[src/mode_blink_code_led_sequencer_unit_macros.svh]
// ----------------------------------------------------------------------------
// led sequencer assertion macros
// clocked property checks shared by the sequencer modules
// ----------------------------------------------------------------------------
`ifndef MODE_BLINK_CODE_LED_SEQUENCER_UNIT_MACROS_SVH
`define MODE_BLINK_CODE_LED_SEQUENCER_UNIT_MACROS_SVH
`ifndef NO_ASSERTIONS
`define MBCL_ASSERT(lbl, prop, msg) \
  lbl: assert property (@(posedge clk_i) disable iff (!rst_ni) (prop)) else $error(msg);
`define MBCL_ASSERT_ALWAYS(lbl, prop, msg) \
  lbl: assert property (@(posedge clk_i) (prop)) else $error(msg);
`else
`define MBCL_ASSERT(lbl, prop, msg)
`define MBCL_ASSERT_ALWAYS(lbl, prop, msg)
`endif
`endif

[src/mbcl_pkg.sv]
// ----------------------------------------------------------------------------
// led sequencer package
// item kinds, fixed constants, register defaults and control structs
// ----------------------------------------------------------------------------
package mbcl_pkg;

  localparam int unsigned FLASH_COUNT = 5;
  localparam logic [3:0]  FLASH_STEPS = 4'(2 * FLASH_COUNT);
  localparam logic [1:0]  MODE_TOTAL  = 2'd3;

  localparam logic [15:0] PULSE_ON_RST    = 16'd200;
  localparam logic [15:0] PULSE_GAP_RST   = 16'd200;
  localparam logic [15:0] CYCLE_PAUSE_RST = 16'd1000;
  localparam logic [15:0] FLASH_PHASE_RST = 16'd60;
  localparam logic [15:0] ERROR_PHASE_RST = 16'd1000;

  localparam logic [15:0] ELAPSED_MAX = 16'hFFFF;

  typedef enum logic [1:0] {
    KIND_TICK  = 2'd0,
    KIND_MODE  = 2'd1,
    KIND_SAVE  = 2'd2,
    KIND_ERROR = 2'd3
  } kind_e;

  typedef enum logic [2:0] {
    REG_PULSE_ON    = 3'd0,
    REG_PULSE_GAP   = 3'd1,
    REG_CYCLE_PAUSE = 3'd2,
    REG_FLASH_PHASE = 3'd3,
    REG_ERROR_PHASE = 3'd4
  } reg_idx_e;

  typedef enum logic [2:0] {
    PH_ON    = 3'b001,
    PH_OFF   = 3'b010,
    PH_PAUSE = 3'b100
  } blink_phase_e;

  typedef struct packed {
    logic       tick;
    logic       set_mode;
    logic [1:0] mode;
    logic       flash_end;
  } blink_ctrl_t;

  typedef struct packed {
    logic tick;
    logic error;
    logic save;
  } ov_ctrl_t;

  typedef struct packed {
    logic error_q;
    logic flash_q;
    logic flash_end;
    logic error_d;
    logic error_phase_d;
    logic flash_d;
    logic flash_odd_d;
  } ov_stat_t;

  function automatic logic [15:0] sat_inc(input logic [15:0] v);
    return (v == ELAPSED_MAX) ? v : v + 16'd1;
  endfunction

endpackage

[src/mbcl_blink.sv]
// ----------------------------------------------------------------------------
// blink code engine
// pulse, gap and pause sequencing of the status led and active mode
// ----------------------------------------------------------------------------
`include "mode_blink_code_led_sequencer_unit_macros.svh"

module mbcl_blink (
  input  logic                clk_i,
  input  logic                rst_ni,
  input  mbcl_pkg::blink_ctrl_t ctrl_i,
  input  logic [15:0]         pulse_on_i,
  input  logic [15:0]         pulse_gap_i,
  input  logic [15:0]         cycle_pause_i,
  output logic                status_d_o,
  output logic [1:0]          mode_d_o
);
  import mbcl_pkg::*;

  blink_phase_e phase_q, phase_d;
  logic [15:0]  elapsed_q, elapsed_d;
  logic [1:0]   done_q, done_d;
  logic [1:0]   wanted_q, wanted_d;
  logic [1:0]   mode_q, mode_d;
  logic         status_q, status_d;
  logic [15:0]  elapsed_inc;
  logic [15:0]  limit;
  logic [1:0]   req_mode;

  assign elapsed_inc = sat_inc(elapsed_q);
  assign req_mode    = (ctrl_i.mode >= MODE_TOTAL) ? 2'd0 : ctrl_i.mode;

  always_comb begin
    case (phase_q)
      PH_ON:    limit = pulse_on_i;
      PH_OFF:   limit = pulse_gap_i;
      default:  limit = cycle_pause_i;
    endcase
  end

  always_comb begin
    phase_d   = phase_q;
    elapsed_d = elapsed_q;
    done_d    = done_q;
    wanted_d  = wanted_q;
    mode_d    = mode_q;
    status_d  = status_q;
    if (ctrl_i.set_mode) begin
      mode_d    = req_mode;
      wanted_d  = req_mode + 2'd1;
      done_d    = 2'd0;
      phase_d   = PH_ON;
      elapsed_d = '0;
      status_d  = 1'b1;
    end else if (ctrl_i.tick) begin
      case (phase_q)
        PH_ON, PH_OFF, PH_PAUSE: begin
          elapsed_d = elapsed_inc;
          if (elapsed_inc >= limit) begin
            elapsed_d = '0;
            case (phase_q)
              PH_ON: begin
                status_d = 1'b0;
                done_d   = done_q + 2'd1;
                phase_d  = PH_OFF;
              end
              PH_OFF: begin
                if (done_q < wanted_q) begin
                  status_d = 1'b1;
                  phase_d  = PH_ON;
                end else begin
                  phase_d = PH_PAUSE;
                end
              end
              default: begin
                done_d   = 2'd0;
                status_d = 1'b1;
                phase_d  = PH_ON;
              end
            endcase
          end
        end
        default: ;
      endcase
      if (ctrl_i.flash_end) begin
        status_d = 1'b0;
      end
    end
  end

  always_ff @(posedge clk_i or negedge rst_ni) begin
    if (!rst_ni) begin
      phase_q   <= PH_ON;
      elapsed_q <= '0;
      done_q    <= 2'd0;
      wanted_q  <= 2'd1;
      mode_q    <= 2'd0;
      status_q  <= 1'b1;
    end else begin
      phase_q   <= phase_d;
      elapsed_q <= elapsed_d;
      done_q    <= done_d;
      wanted_q  <= wanted_d;
      mode_q    <= mode_d;
      status_q  <= status_d;
    end
  end

  assign status_d_o = status_d;
  assign mode_d_o   = mode_d;

  `MBCL_ASSERT(a_done_le_wanted, done_q <= wanted_q, "pulse count passed the wanted count")
  `MBCL_ASSERT(a_mode_range, mode_q < MODE_TOTAL, "active mode out of range")

endmodule

[src/mbcl_overlay.sv]
// ----------------------------------------------------------------------------
// flash and error overlay
// save confirmation flashes and latched error alternation
// ----------------------------------------------------------------------------
`include "mode_blink_code_led_sequencer_unit_macros.svh"

module mbcl_overlay (
  input  logic             clk_i,
  input  logic             rst_ni,
  input  mbcl_pkg::ov_ctrl_t ctrl_i,
  input  logic [15:0]      flash_phase_i,
  input  logic [15:0]      error_phase_i,
  output mbcl_pkg::ov_stat_t stat_o
);
  import mbcl_pkg::*;

  logic        flash_q, flash_d;
  logic [3:0]  step_q, step_d;
  logic [15:0] elapsed_q, elapsed_d;
  logic        error_q, error_d;
  logic        err_ph_q, err_ph_d;
  logic        flash_end;
  logic [15:0] elapsed_inc;
  logic [3:0]  step_inc;

  assign elapsed_inc = sat_inc(elapsed_q);
  assign step_inc    = step_q + 4'd1;

  always_comb begin
    flash_d   = flash_q;
    step_d    = step_q;
    elapsed_d = elapsed_q;
    error_d   = error_q;
    err_ph_d  = err_ph_q;
    flash_end = 1'b0;
    if (error_q) begin
      if (ctrl_i.tick) begin
        elapsed_d = elapsed_inc;
        if (elapsed_inc >= error_phase_i) begin
          elapsed_d = '0;
          err_ph_d  = ~err_ph_q;
        end
      end
    end else if (ctrl_i.error) begin
      error_d   = 1'b1;
      err_ph_d  = 1'b0;
      elapsed_d = '0;
      flash_d   = 1'b0;
      step_d    = '0;
    end else if (ctrl_i.tick) begin
      if (flash_q) begin
        elapsed_d = elapsed_inc;
        if (elapsed_inc >= flash_phase_i) begin
          elapsed_d = '0;
          step_d    = step_inc;
          if (step_inc >= FLASH_STEPS) begin
            step_d    = '0;
            flash_d   = 1'b0;
            flash_end = 1'b1;
          end
        end
      end
    end else if (ctrl_i.save && !flash_q) begin
      flash_d   = 1'b1;
      step_d    = '0;
      elapsed_d = '0;
    end
  end

  always_ff @(posedge clk_i or negedge rst_ni) begin
    if (!rst_ni) begin
      flash_q   <= 1'b0;
      step_q    <= '0;
      elapsed_q <= '0;
      error_q   <= 1'b0;
      err_ph_q  <= 1'b0;
    end else begin
      flash_q   <= flash_d;
      step_q    <= step_d;
      elapsed_q <= elapsed_d;
      error_q   <= error_d;
      err_ph_q  <= err_ph_d;
    end
  end

  assign stat_o = '{
    error_q:       error_q,
    flash_q:       flash_q,
    flash_end:     flash_end,
    error_d:       error_d,
    error_phase_d: err_ph_d,
    flash_d:       flash_d,
    flash_odd_d:   step_d[0]
  };

  `MBCL_ASSERT(a_error_sticky, error_q |=> error_q, "error latch dropped before reset")
  `MBCL_ASSERT(a_step_range, step_q < FLASH_STEPS, "flash step beyond flash count")
  `MBCL_ASSERT(a_no_flash_in_error, error_q |-> !flash_q, "flash running under error")

endmodule

[src/mode_blink_code_led_sequencer_unit.sv]
// ----------------------------------------------------------------------------
// mode blink code led sequencer
// an accepted item passes the input register, then the result register, before its result is valid
// throughput: one item per cycle while the output is not stalled, set by the single-pass next-state logic
// a result held by an output stall keeps the input register full and stalls the input until it is taken
// reset: asynchronous, config registers to defaults, led code restarts with status on
// ----------------------------------------------------------------------------
`include "mode_blink_code_led_sequencer_unit_macros.svh"

module mode_blink_code_led_sequencer_unit (
  input  logic        clk_i,
  input  logic        rst_ni,
  input  logic        cfg_we_i,
  input  logic [2:0]  cfg_idx_i,
  input  logic [15:0] cfg_data_i,
  input  logic        in_valid_i,
  output logic        in_stall_o,
  input  logic [1:0]  kind_i,
  input  logic [1:0]  mode_i,
  output logic        out_valid_o,
  input  logic        out_stall_i,
  output logic        status_led_o,
  output logic        mode_one_led_o,
  output logic        mode_two_led_o,
  output logic        mode_three_led_o
);
  import mbcl_pkg::*;

  logic [15:0] pulse_on_q, pulse_gap_q, cycle_pause_q, flash_phase_q, error_phase_q;
  logic        in_valid_q;
  kind_e       kind_q;
  logic [1:0]  mode_q;
  logic        out_valid_q;
  logic [3:0]  leds_q, leds_d;
  logic        out_free;
  logic        adv;
  blink_ctrl_t bctrl;
  ov_ctrl_t    octrl;
  ov_stat_t    ostat;
  logic        status_d;
  logic [1:0]  amode_d;
  logic        s;

  always_ff @(posedge clk_i or negedge rst_ni) begin
    if (!rst_ni) begin
      pulse_on_q    <= PULSE_ON_RST;
      pulse_gap_q   <= PULSE_GAP_RST;
      cycle_pause_q <= CYCLE_PAUSE_RST;
      flash_phase_q <= FLASH_PHASE_RST;
      error_phase_q <= ERROR_PHASE_RST;
    end else if (cfg_we_i) begin
      case (cfg_idx_i)
        REG_PULSE_ON:    pulse_on_q    <= cfg_data_i;
        REG_PULSE_GAP:   pulse_gap_q   <= cfg_data_i;
        REG_CYCLE_PAUSE: cycle_pause_q <= cfg_data_i;
        REG_FLASH_PHASE: flash_phase_q <= cfg_data_i;
        REG_ERROR_PHASE: error_phase_q <= cfg_data_i;
        default: ;
      endcase
    end
  end

  assign out_free   = !out_valid_q || !out_stall_i;
  assign adv        = in_valid_q && out_free;
  assign in_stall_o = in_valid_q && !out_free;

  always_ff @(posedge clk_i or negedge rst_ni) begin
    if (!rst_ni) begin
      in_valid_q <= 1'b0;
    end else if (!in_stall_o) begin
      in_valid_q <= in_valid_i;
    end
  end

  always_ff @(posedge clk_i) begin
    if (in_valid_i && !in_stall_o) begin
      kind_q <= kind_e'(kind_i);
      mode_q <= mode_i;
    end
  end

  assign octrl = '{
    tick:  adv && (kind_q == KIND_TICK),
    error: adv && (kind_q == KIND_ERROR),
    save:  adv && (kind_q == KIND_SAVE)
  };

  assign bctrl = '{
    tick:      adv && (kind_q == KIND_TICK) && !ostat.error_q,
    set_mode:  adv && (kind_q == KIND_MODE) && !ostat.error_q && !ostat.flash_q,
    mode:      mode_q,
    flash_end: ostat.flash_end
  };

  mbcl_blink u_blink (
    .clk_i         (clk_i),
    .rst_ni        (rst_ni),
    .ctrl_i        (bctrl),
    .pulse_on_i    (pulse_on_q),
    .pulse_gap_i   (pulse_gap_q),
    .cycle_pause_i (cycle_pause_q),
    .status_d_o    (status_d),
    .mode_d_o      (amode_d)
  );

  mbcl_overlay u_overlay (
    .clk_i         (clk_i),
    .rst_ni        (rst_ni),
    .ctrl_i        (octrl),
    .flash_phase_i (flash_phase_q),
    .error_phase_i (error_phase_q),
    .stat_o        (ostat)
  );

  always_comb begin
    s = 1'b0;
    if (ostat.error_d) begin
      s      = !ostat.error_phase_d;
      leds_d = {s, s, !s, !s};
    end else if (ostat.flash_d) begin
      s      = !ostat.flash_odd_d;
      leds_d = {s, s, s, s};
    end else begin
      leds_d = {status_d, amode_d == 2'd0, amode_d == 2'd1, amode_d == 2'd2};
    end
  end

  always_ff @(posedge clk_i or negedge rst_ni) begin
    if (!rst_ni) begin
      out_valid_q <= 1'b0;
    end else if (out_free) begin
      out_valid_q <= in_valid_q;
    end
  end

  always_ff @(posedge clk_i) begin
    if (adv) begin
      leds_q <= leds_d;
    end
  end

  assign out_valid_o      = out_valid_q;
  assign status_led_o     = leds_q[3];
  assign mode_one_led_o   = leds_q[2];
  assign mode_two_led_o   = leds_q[1];
  assign mode_three_led_o = leds_q[0];

  `MBCL_ASSERT(a_adv_gives_result, adv |=> out_valid_q, "item advanced without a result")
  `MBCL_ASSERT(a_stall_needs_full, in_stall_o |-> (in_valid_q && out_valid_q), "stall without a full pipe")

endmodule

[config.mk]
export PLATFORM = sky130hd
export DESIGN_NAME = mode_blink_code_led_sequencer_unit
export DESIGN_NICKNAME = d
export VERILOG_FILES = /design/src/mbcl_pkg.sv /design/src/mbcl_blink.sv /design/src/mbcl_overlay.sv /design/src/mode_blink_code_led_sequencer_unit.sv
export VERILOG_INCLUDE_DIRS = /design/src /design/src/src
export SDC_FILE = /design/constraint.sdc
export NUM_CORES = 1
export LEC_CHECK = 0
export BUFFER_PORTS_ARGS = -buffer_cell sky130_fd_sc_hd__buf_2
export CORE_ASPECT_RATIO = 1.5
export CORE_UTILIZATION = 62
export DETAILED_ROUTE_END_ITERATION = 6
export GPL_ROUTABILITY_DRIVEN = 0
export PLACE_DENSITY_LB_ADDON = 0.1
export SLEW_MARGIN = 20
export SYNTH_ARGS = -nofsm -noshare
export SYNTH_HDL_FRONTEND = slang
export SYNTH_SLANG_ARGS = --single-unit
[constraint.sdc]
create_clock -name clk_i -period 5.3 [get_ports clk_i]
set_input_delay 1.06 -clock clk_i [delete_from_list [all_inputs] [get_ports clk_i]]
set_output_delay 1.06 -clock clk_i [all_outputs]
set_load 0.01 [all_outputs]
==> flow_summary_export.csv <==
group,metric,value,unit
status,outcome,"finished, final reports clean",
logic_synthesis,synth_flop_cell,"dfrtp_1",
logic_synthesis,post_synth_and_or_nand_nor_area_fraction,13.9,%
setup_path,crit_path_start_kind,"flip-flop",
sta,finalHoldViolCount,0,
global_routing,total_global_route_track_usage,29.6,%
die,die_area,13200,um^2
power,vdd.ir_drop.worst,0.276,mV
place,io_buffer_count,33,
clock_tree,cts_tree,"yes",
clock_tree,ctsResizeCount,0,
cells_and_area,area_growth_syn_to_layout,12.1,%
routing,wirelength,18.0,mm
clock_tree,cts_max_level,4,
power,powerDensity,374,nW/um^2
die,starting_density,63.3,%
clock_tree,path_clk_slew,0.06,ns
setup_path,critical_path.slowest_cell,"or3b_4",
cells_and_area,antennaDiodeCount,0,
global_routing,residual_overflow_from_global_routing,0,
logic_synthesis,yosys.cell_types.count,59,
logic_synthesis,netlist.area_leader.share,33.7,%
global_routing,grt_pass1_wl,29.9,mm
die,site_row_count,50,
sta,min_period,4.57,ns
logic_synthesis,synth-compound-area-share,15.3,%
logic_synthesis,synth_top_area_cell,"dfrtp_1",
sta,setup_viol_count_final,0,
logic_synthesis,synth_fa_ha_area_share,8.73,%
routing,vias,5971,
routing,drc,0,
clock_tree,post-cts-setup-buffers,0,
power,pwr-share-clk,34.1,%
cells_and_area,layout-drive-gt1-share,21.6,%
power,comb_power_share,23.6,%
global_routing,first_global_vias,6213,
sta,max-slew-margin-rel,33.6,%
sta,grt_setup_unrepaired,"no",
sta,worst_clock_skew,0.00989,ns
sta,setup_total_negative_slack,0,ns
global_routing,number_of_antenna_violations_at_the_first_check_in_global_routing,0,
setup_path,critical_path.max_fanout,9,
logic_synthesis,largest_family_of_logic_cells_by_synthesized_area,"compound AO/OA/AOI/OAI gates",
logic_synthesis,synth.area.top_cells,"dfrtp_1 34%, mux2_2 9.6%, ha_1 8.7%",
cells_and_area,filler_cell_count,896,
logic_synthesis,synth_area_per_cell,10.3,um^2
power,net-switching-power,0.985,mW
routing,initialDrtViolationCount,282,
die,coreArea,12400,um^2
clock_tree,clock_latency,0.41,ns
logic_synthesis,postSynthCellCount,768,
logic_synthesis,yosys.area_share.xor_xnor,2.78,%
clock_tree,cell_at_the_root_of_the_clock_tree,"clkbuf_16",
routing,wirelength_per_cell,18.6,um
routing,ant_nets,0,
setup_path,timing.critical_path.cells,"ha_1 > inv_1 > nor2_1 > and4_1 > nand3_1 > and3_1 > xor2_1 > ha_1 > and4_1 > nand3_1 > o32a_1 > and3_1 > or3b_4 > a221oi_4 > o21a_4 > a21oi_1",
power,power.share.sequential,42.2,%
routing,drt_pass1_iterations,4,
cells_and_area,multi_input_area,4070,um^2
routing,viasPerCell,6.16,
hold_path,worstHoldPathType,"reg -> reg",
place,detailedPlacementHpwl,13.0,mm
logic_synthesis,synth_nets,851,
clock_tree,clock_path_buffers,2,
logic_synthesis,synth_area,7880,um^2
power,switching_share,29.8,%
die,boundaryPins,34,
cells_and_area,num-nets-final,884,
power,leakagePower,3.99,nW
logic_synthesis,synth_edf_count,8,
setup_path,worstPathArrival,4.73,ns
power,p_int,2.32,mW
logic_synthesis,synth.mux.area_fraction,10.3,%
sta,finalHoldWorstSlack,0.488,ns
clock_tree,holdBufCountCts,0,
clock_tree,cts_num_sinks,139,
cells_and_area,most-common-layout-cells,"106 x dfrtp_1, 71 x nand2_1, 67 x mux2_2",
sta,layout_worst_path_cycle_share,86.3,%
sta,clock.fmax,0.219,GHz
clock_tree,cts_buffers,17,
logic_synthesis,ys.warnings.count,0,
logic_synthesis,asyncSetResetFlopFracSynth,94.2,%
sta,worst-slew-pin-transition,0.990,ns
logic_synthesis,ys_seq_elements,139,
cells_and_area,seqCellArea,3550,um^2
cells_and_area,mostFrequentLayoutCell,"dfrtp_1",
run,drv_cap,0,
global_routing,grt_max_degree,132,
setup_path,cp-end-kind,"flip-flop",
setup_path,critical_path.max_stage_delay,0.47,ns
sta,final-max-slew-violation-count,0,
die,die_height,140,um
setup_path,worstSetupPathType,"reg -> reg",
power,power,3.31,mW
setup_path,timing.critical_path.required,5.46,ns
die,chipWidth,94.1,um
logic_synthesis,seq_area_frac_synth,45.0,%
## critical path: cells and delay by family (launching register included)
family                   cells  cell delay (ns)
AO/OA/AOI/OAI                4             0.80
XOR/XNOR                     1             0.17
adder cells (fa/ha/maj)      2             0.52
buffers and inverters        1             0.06
flip-flops                   1             0.45
AND/OR/NAND/NOR              8             2.32
## power by group through the flow
| stage | Combinational (mW) | Clock, mW | Sequential, mW |
|---|---|---|---|
| floorplan | 0.560 | 0 | 1.37 |
| global placement | 0.733 | 0 | 1.40 |
| detailed placement | 0.775 | 0 | 1.41 |
| CTS | 0.784 | 1.14 | 1.39 |
| global route | 0.884 | 1.19 | 1.42 |
| finish | 0.782 | 1.13 | 1.40 |
## per-layer routing
metal / share of wire (%) / GRT usage (%) / vias to the layer above / wire length [um]
li1: - / - / 2833 / -
met1: 40 / 34.7 / 2972 / 7280
met2: 53 / 52.2 / 126 / 9630
met3: 2.7 / 5.54 / 40 / 493
met4: 3.5 / 12.3 / 0 / 630
met5: 0 / 0 / - / 0
## final cells by class
class | count | share of cell area (%)
sequential | 139 | 40.2
clock inverter | 13 | 1.43
multi-input combinational | 549 | 46.1
timing repair buffer | 44 | 3.02
inverter | 50 | 2.13
clock buffer | 19 | 4.90
tap | 156 | 2.21
## through the flow
step                area (um^2)  std cells  worst slack [ns]  utilization (%)
global placement           8250        935             0.916             66.2
CTS                        8820        969             0.761             70.8
detailed placement         8260        937             0.778             66.4
global route               8830        970             0.599             70.9
finish                     8830        970             0.727             70.9
floorplan                  7880        768              1.32                -
## synth_stat cells, types with 3 or more instances
cell and count:
a211oi_1 3, a21o_1 10, a21oi_1 47, a22o_1 23, a31oi_1 8, and2_1 4, and3_1 10, and4_1 8
clkbuf_1 25, dfrtp_1 106, dfstp_2 25, edfxtp_1 8, ha_1 55, inv_1 50, mux2_2 67, mux2i_1 6
nand2_1 71, nand2b_1 10, nand3_1 21, nand4_1 7, nand4b_1 3, nor2_1 37, nor2b_1 6, nor3_1 12
nor3b_1 4, o211ai_1 3, o21a_1 5, o21ai_0 54, o31ai_1 14, or3_1 6, xnor2_1 20, xor2_1 5
## state kept, by name (all words and copies together) (netlist names), 3 cells and up
name and cells:
cycle_pause_q 16, error_phase_q 16, flash_phase_q 16, leds_q 4
pulse_gap_q 16, pulse_on_q 16, u_blink.elapsed_q 16, u_blink.phase_q 3
u_overlay.elapsed_q 16, u_overlay.step_q 4
## cell families after synthesis
kind of cell	Yosys count
AO/OA/AOI/OAI	184
XOR/XNOR	25
adder cells (fa/ha/maj)	55
buffers and inverters	80
flip-flops	139
multiplexers	73
AND/OR/NAND/NOR	212
## path summary, 6_finish.rpt
path	start	endpoint	slack, ns	depth (start not counted)
setup reg to reg	u_overlay.elapsed_q[0]$_DFFE_PN0P_	leds_q[0]$_DFFE_PP_	0.73	16
hold reg to reg	in_valid_q$_DFFE_PN0N_	out_valid_o$_DFFE_PN0N_	0.49	1
max in group asynchronous	rst_ni	u_blink.mode_q[0]$_DFF_PN0_	4.01	2
min in group asynchronous	rst_ni	pulse_on_q[9]$_DFFE_PN0P_	0.75	2
setup / recovery	u_overlay.elapsed_q[0]$_DFFE_PN0P_	leds_q[0]$_DFFE_PP_	0.73	16
hold / removal	in_valid_q$_DFFE_PN0N_	out_valid_o$_DFFE_PN0N_	0.49	1
Power figures use the tool's default switching activity.
